`src/design/serial_frame_field_parser_assert.svh`:
```
// Assertion macros used by the serial frame field parser top level.
`ifndef SERIAL_FRAME_FIELD_PARSER_ASSERT_SVH
`define SERIAL_FRAME_FIELD_PARSER_ASSERT_SVH

// Same-cycle implication, disabled during reset.
`define SFFP_ASSERT_NOW(lbl, clk, rst_n, ante, cons, msg) \
    lbl: assert property (@(posedge clk) disable iff (!rst_n) (ante) |-> (cons)) \
        else $error(msg);

// Next-cycle implication, disabled during reset.
`define SFFP_ASSERT_NEXT(lbl, clk, rst_n, ante, cons, msg) \
    lbl: assert property (@(posedge clk) disable iff (!rst_n) (ante) |=> (cons)) \
        else $error(msg);

`endif

```
`src/design/sffp_pkg.sv`:
```
// Types and constants of the serial frame field parser.
`default_nettype none

package sffp_pkg;

    localparam int WIN_LEN = 8;
    localparam int CNT_W   = 6;

    localparam logic [7:0] HDR_BYTE   = 8'h05;
    localparam logic [7:0] TYPE_CODE  = 8'h25;
    localparam logic [7:0] TYPE_M1    = 8'h5a;
    localparam logic [7:0] TYPE_M4    = 8'h5d;
    localparam logic [7:0] TYPE_BASE  = 8'h59;
    localparam logic [7:0] ASCII_CR   = 8'h0d;
    localparam logic [7:0] ASCII_LF   = 8'h0a;
    localparam logic [7:0] ASCII_ZERO = 8'h30;

    localparam logic [CNT_W-1:0] LEN_SHORT = CNT_W'(6);
    localparam logic [CNT_W-1:0] LEN_MID   = CNT_W'(7);
    localparam logic [CNT_W-1:0] LEN_LONG  = CNT_W'(8);

    localparam logic [2:0] KIND_CODE = 3'd0;

    typedef logic [WIN_LEN-1:0][7:0] window_t;

    typedef struct packed {
        logic       action;
        logic [7:0] rx_byte;
    } in_item_t;

    typedef struct packed {
        logic [2:0] record_kind;
        logic [7:0] byte_a;
        logic [7:0] byte_b;
        logic [7:0] byte_c;
        logic       done_flag;
    } out_item_t;

    typedef struct packed {
        window_t          bytes;
        logic [CNT_W-1:0] count;
        logic             fresh;
    } win_view_t;

endpackage

`default_nettype wire

```
`src/design/sffp_window.sv`:
```
// Byte window and frame byte counter of the serial frame field parser.
`default_nettype none

module sffp_window #(
    parameter int MAX_FRAME_BYTES = 32
) (
    input  wire logic              clk,
    input  wire logic              rst_n,
    input  wire logic              accept,
    input  wire sffp_pkg::in_item_t item,
    output sffp_pkg::win_view_t    view
);
    import sffp_pkg::*;

    localparam logic [CNT_W-1:0] MaxCount = CNT_W'(MAX_FRAME_BYTES);

    window_t          win_reg;
    window_t          win_next;
    logic [CNT_W-1:0] count_reg;
    logic [CNT_W-1:0] count_next;
    logic             room;
    window_t          shifted;

    assign room    = count_reg < MaxCount;
    assign shifted = {win_reg[WIN_LEN-2:0], item.rx_byte};

    assign view.bytes = shifted;
    assign view.count = count_reg + CNT_W'(1);
    assign view.fresh = !item.action && room;

    always_comb
    begin
        win_next   = win_reg;
        count_next = count_reg;
        if (accept)
        begin
            priority if (item.action)
            begin
                win_next   = '0;
                count_next = '0;
            end
            else if (room)
            begin
                win_next   = shifted;
                count_next = view.count;
            end
            else
            begin
                win_next   = win_reg;
                count_next = count_reg;
            end
        end
    end

    always_ff @(posedge clk or negedge rst_n)
    begin
        if (!rst_n)
        begin
            win_reg   <= '0;
            count_reg <= '0;
        end
        else
        begin
            win_reg   <= win_next;
            count_reg <= count_next;
        end
    end

endmodule

`default_nettype wire

```
`src/design/sffp_decode.sv`:
```
// Record matcher and field extraction of the serial frame field parser.
`default_nettype none

module sffp_decode (
    input  wire sffp_pkg::win_view_t view,
    output logic                     rec_valid,
    output sffp_pkg::out_item_t      rec
);
    import sffp_pkg::*;

    window_t     w;
    logic        hdr6;
    logic        hdr7;
    logic        hdr8;
    logic        crlf_end;
    logic        crlf_mid;
    logic        crlf_far;
    logic [7:0]  kind6;
    logic [7:0]  kind7;
    logic [7:0]  kind8;
    logic [7:0]  one_digit;
    logic [7:0]  two_digit;
    logic [15:0] d4;
    logic [15:0] d3;
    logic [15:0] d2;
    logic [15:0] three_digit;

    function automatic logic is_short(input logic [7:0] t);
        return (t >= TYPE_M1) && (t < TYPE_M4);
    endfunction

    assign w = view.bytes;

    assign hdr6 = (view.count >= LEN_SHORT) && (w[5] == HDR_BYTE) && (w[4] == HDR_BYTE);
    assign hdr7 = (view.count >= LEN_MID) && (w[6] == HDR_BYTE) && (w[5] == HDR_BYTE);
    assign hdr8 = (view.count >= LEN_LONG) && (w[7] == HDR_BYTE) && (w[6] == HDR_BYTE);

    assign crlf_end = (w[1] == ASCII_CR) && (w[0] == ASCII_LF);
    assign crlf_mid = (w[2] == ASCII_CR) && (w[1] == ASCII_LF);
    assign crlf_far = (w[3] == ASCII_CR) && (w[2] == ASCII_LF);

    assign kind6 = w[3] - TYPE_BASE;
    assign kind7 = w[4] - TYPE_BASE;
    assign kind8 = w[5] - TYPE_BASE;

    assign one_digit = w[2] - ASCII_ZERO;
    assign two_digit = 8'((w[3] - ASCII_ZERO) * 8'd10) + (w[2] - ASCII_ZERO);

    assign d4 = {8'h00, w[4]} - {8'h00, ASCII_ZERO};
    assign d3 = {8'h00, w[3]} - {8'h00, ASCII_ZERO};
    assign d2 = {8'h00, w[2]} - {8'h00, ASCII_ZERO};
    assign three_digit = 16'(d4 * 16'd100) + 16'(d3 * 16'd10) + d2;

    always_comb
    begin
        rec_valid = 1'b0;
        rec       = '0;
        priority if (!view.fresh)
        begin
            rec_valid = 1'b0;
        end
        else if (hdr6)
        begin
            priority if (w[3] == TYPE_CODE)
            begin
                rec_valid       = 1'b1;
                rec.record_kind = KIND_CODE;
                rec.byte_a      = w[2];
                rec.byte_b      = w[1];
                rec.byte_c      = w[0];
                rec.done_flag   = 1'b1;
            end
            else if (is_short(w[3]) && crlf_end)
            begin
                rec_valid       = 1'b1;
                rec.record_kind = kind6[2:0];
                rec.byte_b      = one_digit;
            end
            else
            begin
                rec_valid = 1'b0;
            end
        end
        else if (hdr7)
        begin
            if (is_short(w[4]) && !crlf_mid && crlf_end)
            begin
                rec_valid       = 1'b1;
                rec.record_kind = kind7[2:0];
                rec.byte_b      = two_digit;
            end
        end
        else if (hdr8)
        begin
            if (((w[5] == TYPE_M4) && crlf_end) ||
                (is_short(w[5]) && !crlf_far && !crlf_mid && crlf_end))
            begin
                rec_valid       = 1'b1;
                rec.record_kind = kind8[2:0];
                rec.byte_a      = three_digit[15:8];
                rec.byte_b      = three_digit[7:0];
                rec.done_flag   = (w[5] == TYPE_M4);
            end
        end
        else
        begin
            rec_valid = 1'b0;
        end
    end

endmodule

`default_nettype wire

```
`src/design/serial_frame_field_parser.sv`:
```
// Top level of the serial frame field parser.
//
// Input channel (in_valid, in_ready, in_data): one request per received byte
// or per line-idle event. An idle request clears the frame window and count.
// Bytes beyond MAX_FRAME_BYTES in one frame are dropped.
// Output channel (out_valid, out_ready, out_data): one record per request
// that completes a code or measurement record, none otherwise.
// A record appears on out_valid in the cycle after the request that
// completes it is accepted.
// One request per cycle unless a held record is stalled; the window shift,
// header match and decimal sum are combinational before the output register.
// When the receiver stalls, the output register holds its record and
// in_ready stays low until the record is taken; in the cycle it is taken a
// new request can be accepted.
// Reset clears the window, the frame count and the output valid flag.
`default_nettype none

module serial_frame_field_parser #(
    parameter int MAX_FRAME_BYTES = 32
) (
    input  wire logic               clk,
    input  wire logic               rst_n,
    input  wire logic               in_valid,
    output logic                    in_ready,
    input  wire sffp_pkg::in_item_t in_data,
    output logic                    out_valid,
    input  wire logic               out_ready,
    output sffp_pkg::out_item_t     out_data
);
    import sffp_pkg::*;

    `include "serial_frame_field_parser_assert.svh"

    win_view_t view;
    logic      in_fire;
    logic      rec_valid;
    out_item_t rec;
    logic      out_valid_reg;
    logic      out_valid_next;
    out_item_t out_data_reg;

    assign in_ready = !out_valid_reg || out_ready;
    assign in_fire  = in_valid && in_ready;

    sffp_window #(
        .MAX_FRAME_BYTES(MAX_FRAME_BYTES)
    ) u_window (
        .clk   (clk),
        .rst_n (rst_n),
        .accept(in_fire),
        .item  (in_data),
        .view  (view)
    );

    sffp_decode u_decode (
        .view     (view),
        .rec_valid(rec_valid),
        .rec      (rec)
    );

    always_comb
    begin
        out_valid_next = out_valid_reg;
        priority if (in_fire)
            out_valid_next = rec_valid;
        else if (out_ready)
            out_valid_next = 1'b0;
        else
            out_valid_next = out_valid_reg;
    end

    always_ff @(posedge clk or negedge rst_n)
    begin
        if (!rst_n)
            out_valid_reg <= 1'b0;
        else
            out_valid_reg <= out_valid_next;
    end

    always_ff @(posedge clk)
    begin
        if (in_fire && rec_valid)
            out_data_reg <= rec;
    end

    assign out_valid = out_valid_reg;
    assign out_data  = out_data_reg;

    `SFFP_ASSERT_NEXT(a_idle_no_record, clk, rst_n, in_fire && in_data.action, !out_valid, "idle request produced a record")
    `SFFP_ASSERT_NOW(a_record_needs_byte, clk, rst_n, rec_valid, view.fresh && (view.count >= LEN_SHORT), "record without a fresh frame byte")
    `SFFP_ASSERT_NEXT(a_record_loaded, clk, rst_n, in_fire && rec_valid, out_valid && (out_data == $past(rec)), "record not loaded into output register")

endmodule

`default_nettype wire

```
`config.mk`:
```
export PLATFORM = sky130hd
export DESIGN_NAME = serial_frame_field_parser
export DESIGN_NICKNAME = d
export VERILOG_FILES = /design/src/design/sffp_pkg.sv /design/src/design/sffp_window.sv /design/src/design/sffp_decode.sv /design/src/design/serial_frame_field_parser.sv
export VERILOG_INCLUDE_DIRS = /design/src /design/src/design
export SDC_FILE = /design/constraint.sdc
export NUM_CORES = 1
export LEC_CHECK = 0
export BUFFER_PORTS_ARGS = -buffer_cell sky130_fd_sc_hd__buf_2
export CAP_MARGIN = 20
export CORE_ASPECT_RATIO = 0.75
export CORE_MARGIN = 10
export CORE_UTILIZATION = 40
export DETAILED_ROUTE_END_ITERATION = 6
export PLACE_DENSITY = 0.59
export SLEW_MARGIN = 5
export SYNTH_ARGS = -nofsm -noshare
export SYNTH_HDL_FRONTEND = slang
export SYNTH_SLANG_ARGS = --single-unit
```
`constraint.sdc`:
```
create_clock -name clk -period 11.7 [get_ports clk]
set_input_delay 0.585 -clock clk [delete_from_list [all_inputs] [get_ports clk]]
set_output_delay 0.585 -clock clk [all_outputs]
set_load 0.05 [all_outputs]
```
==> results.md <==
- Num CTS Buffers: 9
- Final min period: 5360 ps
- Worst path required time: 11800 ps
- CTS Hold Bufs: 0
- DIE WIDTH: 171 um
- Chip height: 133 um
- Final ANT Viol Nets: 0
- Syn nets: 787
- Worst min-delay path category: input pin to async pin
- Crit Path Max Fanout: 6
- CP dominant cell by count: ha_1
- Status: completed
- Post-CTS sizing: 0
- Setup Buffers After CTS: 0
- Slowest CP cell: fa_1
- Worst-margin pin slew: 908 ps
- RSZ-0062 raised after global routing: no
- Post-synthesis register bit count: 91
- R2R Path Start: u_window.view[41]
- Area occupied by multi-input gates: 4020 um^2
- Worst path depth: 21
- DR vias: 5140
- Iter 0 DRT Violations: 284
- WL final: 16800 um
- Most used DFF post-synth: dfrtp_1
- Final hold violations: 0
- Row count: 41
- Worst setup SP type: register
- Number of synthesized flops with an enable pin: 28
- Pwr Density: 154 nW/um^2
- Period utilization: 0.458
- DP Cell Count: 905
- Final setup viols: 0
- Maxcap violations: 0
- Die Footprint: 22700 um^2
- Max rail drop VDD: 0.0000918 V
- Root buffer cell: clkbuf_16
- Htree depth: 3
- Initial antenna violation count: 0
- Critical path class: register to register
- Mapped cell area: 6810 um^2
- Non-Filler Instances: 922
- TritonRoute pass-1 iters: 5
- Clk_skew: 11.6 ps
- CP endpoint kind: register
- Synth async-reset ratio: 0.692
- Share of layout cells above drive strength 1: 0.109
- Worst skew pair latency: 350 ps
- Input/output buffers: 42
- FF+latch area: 2420 um^2
- Initial Utilization: 0.406
- Leak: 3.38 nW
- Cells after synthesis: 668
- Clock transition at path regs: 70 ps
- Total chip power: 0.00117 W
- Final instance area: 7550 um^2
- Number of top-level pins: 43
- CTS sink count: 91
- Avg Cell Area, Syn: 10.2 um^2
- Nets: 821
- CP Buf/Inv Count: 3
- Largest net degree at the start of global routing: 64
- Worst R2R End: out_data[24]
- HPWL Detailed: 12700 um
- Slack of the worst reg-to-reg path: 6340 ps
- All-layer global routing usage: 0.147
- Most common cell after layout, fill and taps aside: ha_1
- Post-Place Cell Area: 7230 um^2
- Post-synthesis cell type count: 61
- Path depth of the worst reg2reg path: 21
- Core area: 16800 um^2
- Final GP Congestion: 0.867
- Wire per inst: 18.2 um
- Max reg flops: 56
- WP data arrival: 5460 ps
- Vias per cell: 5.57
- Sequential element share of the synthesized area: 0.355
- Crit-path cells: inv_1 > ha_1 > inv_1 > ha_1 > fa_1 > ha_1 > nor2b_1 > o21ai_0 > a21oi_1 > o21a_1 > nor2_1 > xor2_1 > fa_1 > inv_1 > ha_1 > or4_1 > nor3_1 > o31ai_1 > xnor2_1 > xnor2_1 > a22o_1
- # fillers: 1555
- CP delay by family, top: adder cells
- Fin. max-slew vios: 0
- CTS tree: done
- Slowest Stage Delay on Critical Path: 510 ps
- Worst slew margin: 0.379
- Fin Setup TNS: 0 ps
- Most frequent cells in the layout: ha_1 (82), inv_1 (74), dfrtp_1 (63)
- Total grt overflow: 0
- Antenna diodes: 0
- Area added between synthesis and finish: 10.8%
- Max clock buf depth: 2
- First-pass GRT wire length: 27200 um
- Remaining DRCs: 0
- Yosys warns: 0
- Vias in the first global route: 5155
- Peak Freq: 187 MHz
[synth_stat cells, drive strengths merged (3+ instances only)]
cell / n / share of area
nor4: 6 / 0.0086
a22o: 44 / 0.057
inv: 75 / 0.041
nor3: 6 / 0.0061
a21oi: 31 / 0.023
and4bb: 3 / 0.0055
o21bai: 5 / 0.0055
nand2b: 7 / 0.0064
a221oi: 6 / 0.0077
and3: 10 / 0.0092
a211oi: 3 / 0.0033
nand4: 4 / 0.0037
xor2: 19 / 0.024
ha: 82 / 0.15
and2: 3 / 0.0028
clkbuf: 20 / 0.011
a22oi: 9 / 0.0099
nor2: 28 / 0.015
xnor2: 31 / 0.040
a21o: 12 / 0.013
o21a: 5 / 0.0055
edfxtp: 28 / 0.12
nor4b: 3 / 0.0039
o21ai: 38 / 0.028
buf: 4 / 0.0039
nor2b: 6 / 0.0059
dfrtp: 63 / 0.23
or3: 7 / 0.0064
nand3: 11 / 0.0088
nand2: 39 / 0.021
fa: 24 / 0.071
nand4b: 3 / 0.0039
nor4bb: 3 / 0.0044
[report_power, final]
part | total [W] | internal (W) | switching (W)
Combinational | 0.000522 | 0.000223 | 0.000299
Sequential | 0.000352 | 0.000334 | 0.0000182
Clock | 0.000291 | 0.000150 | 0.000141
[cell families after synthesis]
kind of cell / count (synthesis) / share of synthesized area
AOI/OAI and AO/OA: 174 / 0.180
and+or+nand+nor: 148 / 0.124
adders and majority gates: 106 / 0.221
buffers and inverters: 99 / 0.0562
DFF: 91 / 0.355
xor gates and xnor gates: 50 / 0.0643
[final cells by class]
class	count	share of cell area
Multi-Input combinational cell	478	0.532
Sequential cell	91	0.320
Inverter	75	0.0373
Tap cell	215	0.0356
Timing Repair Buffer	47	0.0355
Clock buffer	9	0.0298
Clock inverter	7	0.00895
[metrics by stage]
| step | setup WS (ps) | util | hold WS (ps) |
|---|---|---|---|
| final | 6340 | 0.450 | 421 |
| after global routing | 6020 | 0.450 | 501 |
| after CTS | 6380 | 0.448 | 455 |
| after detailed placement | 6380 | 0.431 | 485 |
| after global placement | 6530 | 0.431 | 480 |
| after floorplan | 6760 | - | 289 |
[worst max path at each step]
stage                                  from           end
after detailed placement  u_window.view[41]  out_data[24]
after CTS                 u_window.view[41]  out_data[24]
final                     u_window.view[41]  out_data[24]
after global placement    u_window.view[43]  out_data[24]
after floorplan           u_window.view[41]  out_data[24]
after global routing      u_window.view[41]  out_data[24]
[per-layer routing]
metal | track usage | vias up | part of all wire
met5 | 0 | - | 0
met4 | 0.0248 | 0 | 0.011
met3 | 0.0410 | 16 | 0.068
met2 | 0.217 | 155 | 0.43
met1 | 0.211 | 2509 | 0.49
li1 | - | 2460 | -
Note: power is estimated with default switching activity, not from simulation.
